## config.mk

```make
export PLATFORM = sky130hd
export DESIGN_NAME = indexed_min_heap_queue
export DESIGN_NICKNAME = d
export VERILOG_FILES = /design/src/hdl/imhq_pkg.sv /design/src/hdl/imhq_ram.sv /design/src/hdl/indexed_min_heap_queue.sv
export SDC_FILE = /design/constraint.sdc
export NUM_CORES = 2
export LEC_CHECK = 0
export BUFFER_PORTS_ARGS = -buffer_cell sky130_fd_sc_hd__buf_2
export CAP_MARGIN = 20
export CORE_UTILIZATION = 60
export DETAILED_ROUTE_END_ITERATION = 7
export PLACE_DENSITY = 0.76
export SLEW_MARGIN = 30
export SYNTH_ARGS = -nofsm -noshare
export SYNTH_HDL_FRONTEND = slang
export SYNTH_SLANG_ARGS = --single-unit
```

## constraint.sdc

```tcl
create_clock -name clk -period 18.85 [get_ports clk]
set_clock_uncertainty 0.2 [all_clocks]
set_input_delay 0.9425 -clock clk [delete_from_list [all_inputs] [get_ports clk]]
set_output_delay 0.9425 -clock clk [all_outputs]
set_load 0.05 [all_outputs]
```

## src/hdl/imhq_pkg.sv

```systemverilog
`default_nettype none
package imhq_pkg;

    // Operation codes carried in the op field.
    typedef enum logic [1:0] {
        OP_PUSH     = 2'd0,
        OP_POP      = 2'd1,
        OP_DECREASE = 2'd2,
        OP_READ     = 2'd3
    } op_t;

    // Status codes returned with every result word.
    typedef enum logic [2:0] {
        ST_OK        = 3'd0,
        ST_EMPTY     = 3'd1,
        ST_FULL      = 3'd2,
        ST_ABSENT    = 3'd3,
        ST_PRESENT   = 3'd4,
        ST_NOT_LOWER = 3'd5
    } status_t;

    // Sequencer states.
    typedef enum logic [3:0] {
        S_IDLE,
        S_DECODE,
        S_POS_WAIT,
        S_DEC_CHECK,
        S_UP_READ,
        S_UP_CMP,
        S_DOWN_READ_L,
        S_DOWN_READ_R,
        S_DOWN_CMP,
        S_PLACE,
        S_READ_WAIT,
        S_POP_WAIT,
        S_LAST_WAIT,
        S_DONE
    } state_t;

    localparam int unsigned ID_WIDTH  = 6;
    localparam int unsigned ID_SPACE  = 64;
    localparam int unsigned POS_WIDTH = 6;

endpackage
`default_nettype wire

```

## src/hdl/imhq_ram.sv

```systemverilog
`default_nettype none
module imhq_ram #(
    parameter int unsigned WIDTH = 32,
    parameter int unsigned DEPTH = 64
) (
    input  wire logic                     clk,
    input  wire logic                     we,
    input  wire logic [$clog2(DEPTH)-1:0] waddr,
    input  wire logic [WIDTH-1:0]         wdata,
    input  wire logic [$clog2(DEPTH)-1:0] raddr,
    output logic      [WIDTH-1:0]         rdata
);

    logic [WIDTH-1:0] mem [DEPTH];

    // One write port and one registered read port.
    always_ff @(posedge clk)
    begin
        if (we)
        begin
            mem[waddr] <= wdata;
        end
        rdata <= mem[raddr];
    end

endmodule
`default_nettype wire

```

## src/hdl/indexed_min_heap_queue.sv

```systemverilog
`default_nettype none
// Channel  Dir  Handshake               tdata / tuser
// s_axis   in   s_axis_tvalid/tready    {heap_position, key_value, entry_id, op}
// m_axis   out  m_axis_tvalid/tready    {count, out_key, out_id, status}
//
// One word is taken at a time; s_axis_tready is high only in idle with no result waiting.
// A read passes S_DECODE and S_READ_WAIT; a rejected word goes from S_DECODE to S_DONE,
// or from S_DEC_CHECK if a decrease fails its slot check. A push climbs via S_UP_READ and
// S_UP_CMP per level, a decrease too after S_DEC_CHECK; a pop descends per level via
// S_DOWN_READ_L, S_DOWN_READ_R and S_DOWN_CMP (log2 CAPACITY levels at most) unless it
// takes the last entry. rst_n clears the count, presence bits and sequencer at once.
// A stalled result holds in out_reg; s_axis_tready rises in the cycle after it is taken.
module indexed_min_heap_queue #(
    parameter int unsigned CAPACITY  = 64,
    parameter int unsigned KEY_WIDTH = 32
) (
    input  wire logic clk,
    input  wire logic rst_n,
    input  wire logic s_axis_tvalid,
    output logic      s_axis_tready,
    // op[1:0], entry_id[7:2], key_value[KEY_WIDTH+7:8], heap_position above
    input  wire logic [((KEY_WIDTH+14+7)/8)*8-1:0] s_axis_tdata,
    output logic      m_axis_tvalid,
    input  wire logic m_axis_tready,
    // status[2:0], out_id[8:3], out_key[KEY_WIDTH+8:9], count above
    output logic      [((KEY_WIDTH+9+$clog2(CAPACITY+1)+7)/8)*8-1:0] m_axis_tdata
);
    localparam int unsigned CW  = $clog2(CAPACITY + 1);
    localparam int unsigned AW  = $clog2(CAPACITY);
    localparam int unsigned IW  = imhq_pkg::ID_WIDTH;
    localparam int unsigned PW  = imhq_pkg::POS_WIDTH;
    localparam int unsigned OUT_W = ((KEY_WIDTH+9+CW+7)/8)*8;

    // Input fields.
    logic [1:0]           in_op;
    logic [IW-1:0]        in_id;
    logic [KEY_WIDTH-1:0] in_key;
    logic [PW-1:0]        in_pos;
    assign in_op  = s_axis_tdata[1:0];
    assign in_id  = s_axis_tdata[7:2];
    assign in_key = s_axis_tdata[KEY_WIDTH+7:8];
    assign in_pos = s_axis_tdata[KEY_WIDTH+13:KEY_WIDTH+8];

    imhq_pkg::state_t state_reg, state_next;
    logic [1:0]           op_reg, op_next;
    logic [IW-1:0]        id_reg, id_next;
    logic [KEY_WIDTH-1:0] key_reg, key_next;
    logic [PW-1:0]        rpos_reg, rpos_next;
    logic [CW-1:0]        cnt_reg, cnt_next;
    logic [CW-1:0]        pos_reg, pos_next;   // current hole, wide for compares
    logic [CW-1:0]        child_reg, child_next;
    logic [KEY_WIDTH-1:0] lkey_reg, lkey_next;
    logic [IW-1:0]        lid_reg, lid_next;
    logic [IW-1:0]        top_id_reg, top_id_next;
    logic [KEY_WIDTH-1:0] top_key_reg, top_key_next;
    logic [imhq_pkg::ID_SPACE-1:0] present_reg, present_next;
    logic [OUT_W-1:0]     out_reg, out_next;
    logic                 ovalid_reg, ovalid_next;

    // Slot and map memory ports.
    logic                 slot_we, map_we;
    logic [AW-1:0]        slot_waddr, slot_raddr;
    logic [KEY_WIDTH+IW-1:0] slot_wdata, slot_rdata;
    logic [IW-1:0]        map_waddr, map_raddr;
    logic [AW-1:0]        map_wdata, map_rdata;
    logic [KEY_WIDTH-1:0] rd_key;
    logic [IW-1:0]        rd_id;
    assign rd_key = slot_rdata[KEY_WIDTH+IW-1:IW];
    assign rd_id  = slot_rdata[IW-1:0];

    imhq_ram #(.WIDTH(KEY_WIDTH + IW), .DEPTH(CAPACITY)) u_slots (
        .clk(clk), .we(slot_we), .waddr(slot_waddr), .wdata(slot_wdata),
        .raddr(slot_raddr), .rdata(slot_rdata)
    );

    imhq_ram #(.WIDTH(AW), .DEPTH(imhq_pkg::ID_SPACE)) u_map (
        .clk(clk), .we(map_we), .waddr(map_waddr), .wdata(map_wdata),
        .raddr(map_raddr), .rdata(map_rdata)
    );

    logic [CW-1:0] parent;
    assign parent = (pos_reg - CW'(1)) >> 1;

    // Control registers.
    always_ff @(posedge clk or negedge rst_n)
    begin
        if (!rst_n)
        begin
            state_reg   <= imhq_pkg::S_IDLE;
            cnt_reg     <= '0;
            present_reg <= '0;
            ovalid_reg  <= 1'b0;
        end
        else
        begin
            state_reg   <= state_next;
            cnt_reg     <= cnt_next;
            present_reg <= present_next;
            ovalid_reg  <= ovalid_next;
        end
    end

    // Payload registers.
    always_ff @(posedge clk)
    begin
        op_reg      <= op_next;
        id_reg      <= id_next;
        key_reg     <= key_next;
        rpos_reg    <= rpos_next;
        pos_reg     <= pos_next;
        child_reg   <= child_next;
        lkey_reg    <= lkey_next;
        lid_reg     <= lid_next;
        top_id_reg  <= top_id_next;
        top_key_reg <= top_key_next;
        out_reg     <= out_next;
    end

    // Builds a result word.
    function automatic logic [OUT_W-1:0] pack(input imhq_pkg::status_t st,
        input logic [IW-1:0] oid, input logic [KEY_WIDTH-1:0] okey,
        input logic [CW-1:0] c);
        pack = OUT_W'({c, okey, oid, st});
    endfunction

    // Sequencer: at most one slot memory read and up to two key compares per step.
    always_comb
    begin
        state_next   = state_reg;
        op_next      = op_reg;
        id_next      = id_reg;
        key_next     = key_reg;
        rpos_next    = rpos_reg;
        cnt_next     = cnt_reg;
        pos_next     = pos_reg;
        child_next   = child_reg;
        lkey_next    = lkey_reg;
        lid_next     = lid_reg;
        top_id_next  = top_id_reg;
        top_key_next = top_key_reg;
        present_next = present_reg;
        out_next     = out_reg;
        ovalid_next  = ovalid_reg;
        slot_we      = 1'b0;
        slot_waddr   = pos_reg[AW-1:0];
        slot_wdata   = {key_reg, id_reg};
        slot_raddr   = pos_reg[AW-1:0];
        map_we       = 1'b0;
        map_waddr    = id_reg;
        map_wdata    = pos_reg[AW-1:0];
        map_raddr    = id_reg;
        s_axis_tready = 1'b0;

        if (ovalid_reg && m_axis_tready)
        begin
            ovalid_next = 1'b0;
        end

        case (state_reg)
            imhq_pkg::S_IDLE:
            begin
                s_axis_tready = !ovalid_reg;
                if (s_axis_tvalid && !ovalid_reg)
                begin
                    op_next   = in_op;
                    id_next   = in_id;
                    key_next  = in_key;
                    rpos_next = in_pos;
                    state_next = imhq_pkg::S_DECODE;
                end
            end
            imhq_pkg::S_DECODE:
            begin
                case (imhq_pkg::op_t'(op_reg))
                    imhq_pkg::OP_PUSH:
                    begin
                        if (present_reg[id_reg])
                        begin
                            out_next = pack(imhq_pkg::ST_PRESENT, '0, '0, cnt_reg);
                            state_next = imhq_pkg::S_DONE;
                        end
                        else if (cnt_reg >= CW'(CAPACITY))
                        begin
                            out_next = pack(imhq_pkg::ST_FULL, '0, '0, cnt_reg);
                            state_next = imhq_pkg::S_DONE;
                        end
                        else
                        begin
                            pos_next = cnt_reg;
                            cnt_next = cnt_reg + CW'(1);
                            present_next[id_reg] = 1'b1;
                            state_next = imhq_pkg::S_UP_READ;
                        end
                    end
                    imhq_pkg::OP_POP:
                    begin
                        if (cnt_reg == '0)
                        begin
                            out_next = pack(imhq_pkg::ST_EMPTY, '0, '0, cnt_reg);
                            state_next = imhq_pkg::S_DONE;
                        end
                        else
                        begin
                            slot_raddr = '0;
                            state_next = imhq_pkg::S_POP_WAIT;
                        end
                    end
                    imhq_pkg::OP_DECREASE:
                    begin
                        if (!present_reg[id_reg])
                        begin
                            out_next = pack(imhq_pkg::ST_ABSENT, '0, '0, cnt_reg);
                            state_next = imhq_pkg::S_DONE;
                        end
                        else
                        begin
                            state_next = imhq_pkg::S_POS_WAIT;
                        end
                    end
                    default:
                    begin
                        if (CW'(rpos_reg) >= cnt_reg)
                        begin
                            out_next = pack(imhq_pkg::ST_EMPTY, '0, '0, cnt_reg);
                            state_next = imhq_pkg::S_DONE;
                        end
                        else
                        begin
                            slot_raddr = AW'(rpos_reg);
                            state_next = imhq_pkg::S_READ_WAIT;
                        end
                    end
                endcase
            end
            imhq_pkg::S_READ_WAIT:
            begin
                out_next = pack(imhq_pkg::ST_OK, rd_id, rd_key, cnt_reg);
                state_next = imhq_pkg::S_DONE;
            end
            imhq_pkg::S_POS_WAIT:
            begin
                // Map data is valid; fetch the slot it names.
                pos_next   = CW'(map_rdata);
                slot_raddr = map_rdata;
                state_next = imhq_pkg::S_DEC_CHECK;
            end
            imhq_pkg::S_DEC_CHECK:
            begin
                if (pos_reg >= cnt_reg)
                begin
                    out_next = pack(imhq_pkg::ST_ABSENT, '0, '0, cnt_reg);
                    state_next = imhq_pkg::S_DONE;
                end
                else if (key_reg >= rd_key)
                begin
                    out_next = pack(imhq_pkg::ST_NOT_LOWER, '0, '0, cnt_reg);
                    state_next = imhq_pkg::S_DONE;
                end
                else
                begin
                    state_next = imhq_pkg::S_UP_READ;
                end
            end
            imhq_pkg::S_UP_READ:
            begin
                if (pos_reg == '0)
                begin
                    state_next = imhq_pkg::S_PLACE;
                end
                else
                begin
                    slot_raddr = parent[AW-1:0];
                    state_next = imhq_pkg::S_UP_CMP;
                end
            end
            imhq_pkg::S_UP_CMP:
            begin
                if (rd_key > key_reg)
                begin
                    // Parent moves down into the hole.
                    slot_we    = 1'b1;
                    slot_wdata = slot_rdata;
                    map_we     = 1'b1;
                    map_waddr  = rd_id;
                    pos_next   = parent;
                    state_next = imhq_pkg::S_UP_READ;
                end
                else
                begin
                    state_next = imhq_pkg::S_PLACE;
                end
            end
            imhq_pkg::S_POP_WAIT:
            begin
                top_id_next  = rd_id;
                top_key_next = rd_key;
                present_next[rd_id] = 1'b0;
                cnt_next = cnt_reg - CW'(1);
                if (cnt_reg == CW'(1))
                begin
                    out_next = pack(imhq_pkg::ST_OK, rd_id, rd_key, '0);
                    state_next = imhq_pkg::S_DONE;
                end
                else
                begin
                    slot_raddr = AW'(cnt_reg - CW'(1));
                    state_next = imhq_pkg::S_LAST_WAIT;
                end
            end
            imhq_pkg::S_LAST_WAIT:
            begin
                key_next = rd_key;
                id_next  = rd_id;
                pos_next = '0;
                state_next = imhq_pkg::S_DOWN_READ_L;
            end
            imhq_pkg::S_DOWN_READ_L:
            begin
                child_next = {pos_reg[CW-2:0], 1'b1};
                if ({pos_reg, 1'b1} >= {1'b0, cnt_reg})
                begin
                    state_next = imhq_pkg::S_PLACE;
                end
                else
                begin
                    slot_raddr = AW'({pos_reg[CW-2:0], 1'b1});
                    state_next = imhq_pkg::S_DOWN_READ_R;
                end
            end
            imhq_pkg::S_DOWN_READ_R:
            begin
                lkey_next = rd_key;
                lid_next  = rd_id;
                if (child_reg + CW'(1) < cnt_reg)
                begin
                    slot_raddr = AW'(child_reg + CW'(1));
                    state_next = imhq_pkg::S_DOWN_CMP;
                end
                else
                begin
                    // Only a left child: decide now.
                    if (key_reg <= rd_key)
                    begin
                        state_next = imhq_pkg::S_PLACE;
                    end
                    else
                    begin
                        slot_we    = 1'b1;
                        slot_wdata = slot_rdata;
                        map_we     = 1'b1;
                        map_waddr  = rd_id;
                        pos_next   = child_reg;
                        state_next = imhq_pkg::S_DOWN_READ_L;
                    end
                end
            end
            imhq_pkg::S_DOWN_CMP:
            begin
                if (lkey_reg > rd_key)
                begin
                    if (key_reg <= rd_key)
                    begin
                        state_next = imhq_pkg::S_PLACE;
                    end
                    else
                    begin
                        slot_we    = 1'b1;
                        slot_wdata = slot_rdata;
                        map_we     = 1'b1;
                        map_waddr  = rd_id;
                        pos_next   = child_reg + CW'(1);
                        state_next = imhq_pkg::S_DOWN_READ_L;
                    end
                end
                else if (key_reg <= lkey_reg)
                begin
                    state_next = imhq_pkg::S_PLACE;
                end
                else
                begin
                    slot_we    = 1'b1;
                    slot_wdata = {lkey_reg, lid_reg};
                    map_we     = 1'b1;
                    map_waddr  = lid_reg;
                    pos_next   = child_reg;
                    state_next = imhq_pkg::S_DOWN_READ_L;
                end
            end
            imhq_pkg::S_PLACE:
            begin
                // Moving entry lands in the hole.
                slot_we = 1'b1;
                map_we  = 1'b1;
                if (imhq_pkg::op_t'(op_reg) == imhq_pkg::OP_POP)
                begin
                    out_next = pack(imhq_pkg::ST_OK, top_id_reg, top_key_reg, cnt_reg);
                end
                else
                begin
                    out_next = pack(imhq_pkg::ST_OK, '0, '0, cnt_reg);
                end
                state_next = imhq_pkg::S_DONE;
            end
            imhq_pkg::S_DONE:
            begin
                ovalid_next = 1'b1;
                state_next  = imhq_pkg::S_IDLE;
            end
            default:
            begin
                state_next = imhq_pkg::S_IDLE;
            end
        endcase
    end

    assign m_axis_tvalid = ovalid_reg;
    assign m_axis_tdata  = out_reg;

    // The count never exceeds capacity.
    assert property (@(posedge clk) disable iff (!rst_n) cnt_reg <= CW'(CAPACITY))
        else $error("entry count above capacity");

    // Input is never taken while a result waits.
    assert property (@(posedge clk) disable iff (!rst_n)
        ovalid_reg |-> !s_axis_tready)
        else $error("input taken while result pending");

    // A result appears only after the done step.
    assert property (@(posedge clk) disable iff (!rst_n)
        $rose(ovalid_reg) |-> $past(state_reg) == imhq_pkg::S_DONE)
        else $error("result raised outside done step");

    // In idle the presence bits match the held entries in number.
    assert property (@(posedge clk) disable iff (!rst_n)
        state_reg == imhq_pkg::S_IDLE |-> $countones(present_reg) == int'(cnt_reg))
        else $error("presence bits disagree with count");

endmodule
`default_nettype wire
```

# After elaboration in Yosys (flattened, before gate mapping)
# Memories as Yosys holds them, arrays and structs flattened. A register that Yosys moved wholly into a read port is not among the register bits.
# Index checks and enable logic that the tools add are counted.
dict set report op_classes {
  add_sub_neg 4
  magnitude_cmp 14
  eq_ne 31
  mux 88
  bitwise 3
  reduce_logical 21
}
# operator n
set ops {}
lappend ops {{48-bit two-way mux} 8}
lappend ops {{48-bit case mux with 5 select lines} 1}
lappend ops {{64-bit two-way mux} 3}
lappend ops {{38-bit two-way mux} 5}
lappend ops {{48-bit case mux with 3 select lines} 1}
lappend ops {{64-bit case mux with 2 select lines} 1}
lappend ops {{38-bit case mux with 3 select lines} 1}
lappend ops {{7-bit two-way mux} 12}
lappend ops {{6-bit two-way mux} 12}
lappend ops {{64-bit AND} 1}
lappend ops {{32-bit greater-than comparator} 2}
lappend ops {{32-bit less-or-equal comparator} 2}
lappend ops {{64-bit inverter} 1}
lappend ops {{64-bit bitwise OR} 1}
lappend ops {{32-bit case mux with 2 select lines} 1}
lappend ops {{4-bit two-way mux} 13}
lappend ops {{4-bit case mux with 12 select lines} 1}
lappend ops {{7-bit case mux with 6 select lines} 1}
lappend ops {{41-bit two-way mux} 1}
lappend ops {{6-bit case mux with 6 select lines} 1}
lappend ops {{32-bit >= comparator} 1}
lappend ops {{32-bit two-way mux} 1}
lappend ops {{4-bit equality test (second input constant)} 6}
lappend ops {{6-bit case mux with 2 select lines} 2}
lappend ops {{other kinds (40)} 82}
dict set report totals {
  reg_bits 259
  ram_bits 2816
  input_bits 52
  out_inout_bits 50
  elab_cells 178
  memories 2
}
# memory depth width read_ports rd_clocked_by_memory_dff wr line_no
set mem_list {}
lappend mem_list {u_slots.mem 64 38 1 1 1 imhq_ram.sv:14} ;# logic [WIDTH-1:0] mem [DEPTH];
lappend mem_list {u_map.mem 64 6 1 1 1 imhq_ram.sv:14}

# Depth between registers and ports, before layout
dict set report logic_depth {
  word_depth 9
  ltp_mapped 22
  ltp_nobuf 15
}

# Cells and area by module
# Synthesis repeated with hierarchy kept, for this count alone.
dict set report unflattened {
  hier_cells 6112
  area_unflattened_um2 123323.3
}
# mod instances cells_per_inst area_per_inst_um2 seq_area_each_um2
set by_module_without_submodules {}
lappend by_module_without_submodules {{imhq_ram at u_slots} 1 3989 92939.1 73790.8}
lappend by_module_without_submodules {{imhq_ram at u_map} 1 729 15205.8 11651.2}
lappend by_module_without_submodules {indexed_min_heap_queue 1 1394 15178.3 7397.1}

# Worst setup path after synthesis
# No wires, ideal clock.
dict set report synth_path {
  path_type {register to register}
  from {reg key_reg[1]}
  to {mem u_slots.mem[17][0] (netlist name) (enable)}
  setup_time_ns 0.528
  arrival_time_ns 6.837
  required_time_ns 18.122
  path_slack_ns 11.285
  path_stages_with_launch 14
  n_path_buf 2
  period_less_slack_ns 7.565
  cell_sequence {edfxtp_1 ha_1 nor2b_1 o211ai_2 a21oi_1 o41a_1 o41a_1 nor3_1 o2bb2ai_1 buf_2 nand2b_1 buf_2 nand2_1 nor4_1}
}
dict set report synth_via {
  elab_chain_len 6
  word_cells_on_any_way 11
  classes_between {3 x order compare; 8 x mux}
}
# item line_no
set synth_lines {}
lappend synth_lines {{start, declared} indexed_min_heap_queue.sv:47} ;# logic [KEY_WIDTH-1:0] key_reg, key_next;
lappend synth_lines {{start signal, assigned} indexed_min_heap_queue.sv:108} ;# key_reg <= key_next;
lappend synth_lines {{32-bit less-or-equal comparator, on equally long branches} {indexed_min_heap_queue.sv:375, indexed_min_heap_queue.sv:342, indexed_min_heap_queue.sv:361}}
lappend synth_lines {{1-bit two-way mux, on equally long branches} {indexed_min_heap_queue.sv:375, indexed_min_heap_queue.sv:342, indexed_min_heap_queue.sv:361}}
lappend synth_lines {{1-bit two-way mux, on equally long branches} {indexed_min_heap_queue.sv:359, indexed_min_heap_queue.sv:334}}
lappend synth_lines {{1-bit case mux with 4 select lines (*)} indexed_min_heap_queue.sv:159} ;# case (state_reg)
lappend synth_lines {{1-bit two-way mux (*)} imhq_ram.sv:19} ;# if (we)
lappend synth_lines {{1-bit two-way mux (not written as such) (*)} imhq_ram.sv:21} ;# mem[waddr] <= wdata;
lappend synth_lines {{end, declared} imhq_ram.sv:14}
# Mark *: on every way between the ends. The rest lies on a longest branch, timed or not.

# Worst setup path after layout
dict set report layout_path {
  from {reg pos_reg[2]}
  to {reg u_slots.rdata[30], read port of u_slots.mem}
}
dict set report layout_via {
  elab_chain_len 3
  word_cells_on_any_way 11
  classes_between {1 x add/sub; 1 x order compare; 8 x mux; 1 x reduce/logical}
}
# item line_no
set layout_lines {}
lappend layout_lines {{start, declared} indexed_min_heap_queue.sv:50} ;# logic [CW-1:0] pos_reg, pos_next;
lappend layout_lines {{start signal, assigned} indexed_min_heap_queue.sv:110} ;# pos_reg <= pos_next;
lappend layout_lines {{7-bit by 1-bit subtractor with 7-bit output (tied with other cells)} indexed_min_heap_queue.sv:82} ;# assign parent = (pos_reg - CW'(1)) >> 1;
lappend layout_lines {{6-bit two-way mux (tied with other cells)} indexed_min_heap_queue.sv:266} ;# if (pos_reg == '0)
lappend layout_lines {{6-bit case mux with 6 select lines (*)} indexed_min_heap_queue.sv:159}
lappend layout_lines {{end, declared} imhq_ram.sv:11} ;# output logic [WIDTH-1:0] rdata
# Marked as above.
# A chain may end at the register's enable or synchronous reset.

==> impl_metrics.py <==
metrics = {
    "run_status": {
        "status": "finished, final reports clean",
    },
    "logic_synthesis": {
        "synth-seq-area-share_pct": 74.85,
        "netlist_top_cells_count": "2999 x edfxtp_1, 855 x nand2_1, 509 x a21oi_1, 262 x mux4_2, 259 x a22oi_1",
        "synth_most_common_cell": "edfxtp_1",
        "synth_fp_nets": 7747,
        "synth_area_um2": 124000,
        "synth_top_family_by_area": "compound AO/OA/AOI/OAI gates",
        "ys_warn_count": 0,
        "avgSynthCellArea_um2": 16.39,
        "synthMuxAreaShare_pct": 6.651,
        "synth_seq_cells": 3119,
        "synth_edf_count": 2999,
        "yosys.area_share.simple_pct": 5.600,
        "synth-xor-area-share_pct": 0.1553,
        "ys.flop_type": "edfxtp_1",
        "syn_inst": 7569,
        "ys_top_cells_by_area": "edfxtp_1 73%, mux4_2 4.8%, nand2_1 2.6%, a21oi_1 2.1%, a22oi_1 1.6%",
        "synth.largest_area_cell": "edfxtp_1",
        "synth_compound_area_share_pct": 9.438,
        "netlist.area_leader.share_pct": 72.60,
        "synthAdderAreaFrac_pct": 1.271,
        "ys_async_sr_fraction_pct": 2.437,
        "synth_cell_types": 104,
    },
    "layout": {
        "fill_cells": 12810,
        "largest_register_ffs": 2432,
        "nets": 7890,
        "syn_to_final_growth_pct": 11.20,
        "drive_gt1_share_pct": 15.21,
    },
    "setup_path": {
        "cpMostUsedCell": "buf_4",
        "max_stage_delay_ns": 0.91,
        "cp_slowest_cell": "edfxtp_1",
        "crit_buf_inv": 5,
        "path_class": "flip-flop to flip-flop",
        "crit_path_start_kind": "flip-flop",
        "cp_data_arrival_time_ns": 9.21,
        "worstPathRequired_ns": 19.41,
        "cp-end-kind": "flip-flop",
        "critical-path-top-delay-family": "buffers and inverters",
        "cp_cell_sequence": "buf_4, ha_1, a21oi_1, o221a_2, and2_1, a22oi_1, and3_1, nand2_4, buf_4, buf_4, buf_12, buf_12, mux4_2, a22oi_1, nand2_1, or4_1",
        "crit_path_max_fanout": 142,
    },
    "worst_hold_path": {
        "hp-class": "input pin to flip-flop",
    },
    "drt": {
        "drt-pass1-iter-count": 8,
        "ant_nets": 0,
        "dr_total_vias": 74120,
        "wl_per_cell_um": 31.98,
        "via_per_inst": 6.967,
        "drtIter0Drc": 11690,
        "drt_wl_total_um": 340200,
        "drc": 0,
    },
    "sta": {
        "slew_headroom_pct": 32.18,
        "rsz0062_at_grt": "no",
        "min_period_ns": 8.654,
        "final_max_slew_viol_count": 0,
        "fmax_ghz": 0.1156,
        "setup-tns-final_ns": 0,
        "hold_viol": 0,
        "worst_pin_slew_ns": 1.017,
        "fin_crit_sh_pct": 45.91,
        "setup_viol": 0,
    },
    "placed_design": {
        "hpwl_um": 180000,
        "gp_congestion": 0.9105,
        "numPortBuffers": 99,
    },
    "clock_tree": {
        "cts_buffers": 313,
        "clk_path_buf_depth": 4,
        "cts_resized": 0,
        "cts_max_level": 5,
        "cts_setup_buffers": 0,
        "clk_latency_ns": 0.97,
        "cts_tree": "yes",
        "clockRootBuffer": "clkbuf_16",
        "clk_pin_slew_ns": 0.06,
        "cts_num_sinks": 3119,
    },
    "global_routing": {
        "grt_pass1_wl_um": 485600,
        "gr-total-overflow": 0,
        "grt_max_degree": 192,
        "track_usage_pct": 32.19,
        "grt_pass1_vias": 71420,
        "antenna_found_initial": 15,
    },
    "floorplan": {
        "core_um2": 205000,
        "die_h_um": 456.7,
        "initial_core_util_pct": 60.51,
        "pin_count": 102,
        "std_cell_rows": 166,
        "dieWidth_um": 456.7,
        "die-area_um2": 208600,
    },
    "flow_run": {
        "cap_viol_max_count": 0,
    },
}
## layout make-up
type / instances / area, µm² / share of cell area (%)
diodes: 22 / 55.05 / 0.03991
flip-flops and latches: 3119 / 92840 / 67.31
clock inverters: 123 / 1030 / 0.7465
clock buffers: 408 / 8508 / 6.168
multi-input cells: 3867 / 29560 / 21.43
inverters: 111 / 442.9 / 0.3211
well taps: 2688 / 3363 / 2.438
repair buffers: 300 / 2137 / 1.549
## cells in the final DEF, fill, tap and decap left out, types with 44 or more instances in the layout
master	Yosys	final
a211oi_1	156	156
o21ai_0	166	154
a22o_1	87	87
ha_1	126	126
nand2_1	855	847
and3_1	90	87
inv_1	108	88
a21oi_1	509	508
clkbuf_1	234	71
dfrtp_1	76	76
nand3_1	56	56
a31oi_1	163	163
clkbuf_16	0	320
a22oi_1	259	259
nor2_4	0	61
dfxtp_1	44	44
mux2i_1	192	192
mux4_2	262	262
nor2_1	190	128
a221oi_1	166	165
edfxtp_1	2999	2999
buf_2	128	102
buf_4	16	177
clkinv_2	0	47
nand4_1	83	83
clkinv_1	1	55
## kinds of logic after synthesis
| logic type | Yosys count |
|---|---|
| compound gates | 1730 |
| fa+ha+maj | 126 |
| buf+inv | 583 |
| flops | 3119 |
| simple gates | 1497 |
| mux | 492 |
| xor+xnor | 22 |
## worst reg2reg max path: stages, from the launching register on
cell and delay [ns]:
edfxtp_1 0.91, buf_4 0.67, ha_1 0.38, a21oi_1 0.22
o221a_2 0.25, and2_1 0.35, a22oi_1 0.14, and3_1 0.29
nand2_4 0.36, buf_4 0.76, buf_4 0.75, buf_12 0.61
buf_12 0.89, mux4_2 0.59, a22oi_1 0.20, nand2_1 0.24
or4_1 0.67
## routing by layer
| layer | wire, µm | share of wire (%) | global-route usage (%) |
|---|---|---|---|
| met5 | 110 | 0.032 | 0.3444 |
| met4 | 17020 | 5.0 | 15.38 |
| met3 | 41870 | 12 | 7.479 |
| met2 | 158000 | 46 | 49.43 |
| met1 | 123200 | 36 | 43.88 |
## per-stage QoR
step	area, µm²	instances	utilization, %	hold WS, ns	worst slack (ns)
CTS	137800	10610	67.22	0.003014	10.25
global placement	128100	10070	62.47	0.2752	10.30
global route	137900	10640	67.28	0.06407	9.744
detailed placement	128200	10070	62.52	0.2822	10.24
finish	137900	10640	67.29	0.07386	10.20
floorplan	124000	7569	-	0.2237	11.29
## worst paths after layout
check / slack (ns) / start / endpoint / depth (start not counted)
max: 10.20 / pos_reg[2]$_DFFE_PP_ / u_slots.rdata[30]$_DFF_P_ / 16
min: 0.07 / s_axis_tdata[11] / key_reg[3]$_DFFE_PP_ / 2
max reg2reg: 10.20 / pos_reg[2]$_DFFE_PP_ / u_slots.rdata[30]$_DFF_P_ / 16
min reg2reg: 0.30 / present_reg[43]$_DFFE_PN0P_ / present_reg[43]$_DFFE_PN0P_ / 1
max in group asynchronous: 17.44 / rst_n / present_reg[18]$_DFFE_PN0P_ / 3
min in group asynchronous: 0.49 / rst_n / state_reg[2]$_DFFE_PN0P_ / 3
## repair_timing
action / CTS / global route
endpoints found under the setup margin: 0 / 0
hold buffers: 9 / 1
hold endpoints to repair: 9 / 5
Power is left out: the tool's default activity adds up to more than one toggle a clock period on the data nets, which glitch-free logic cannot reach.
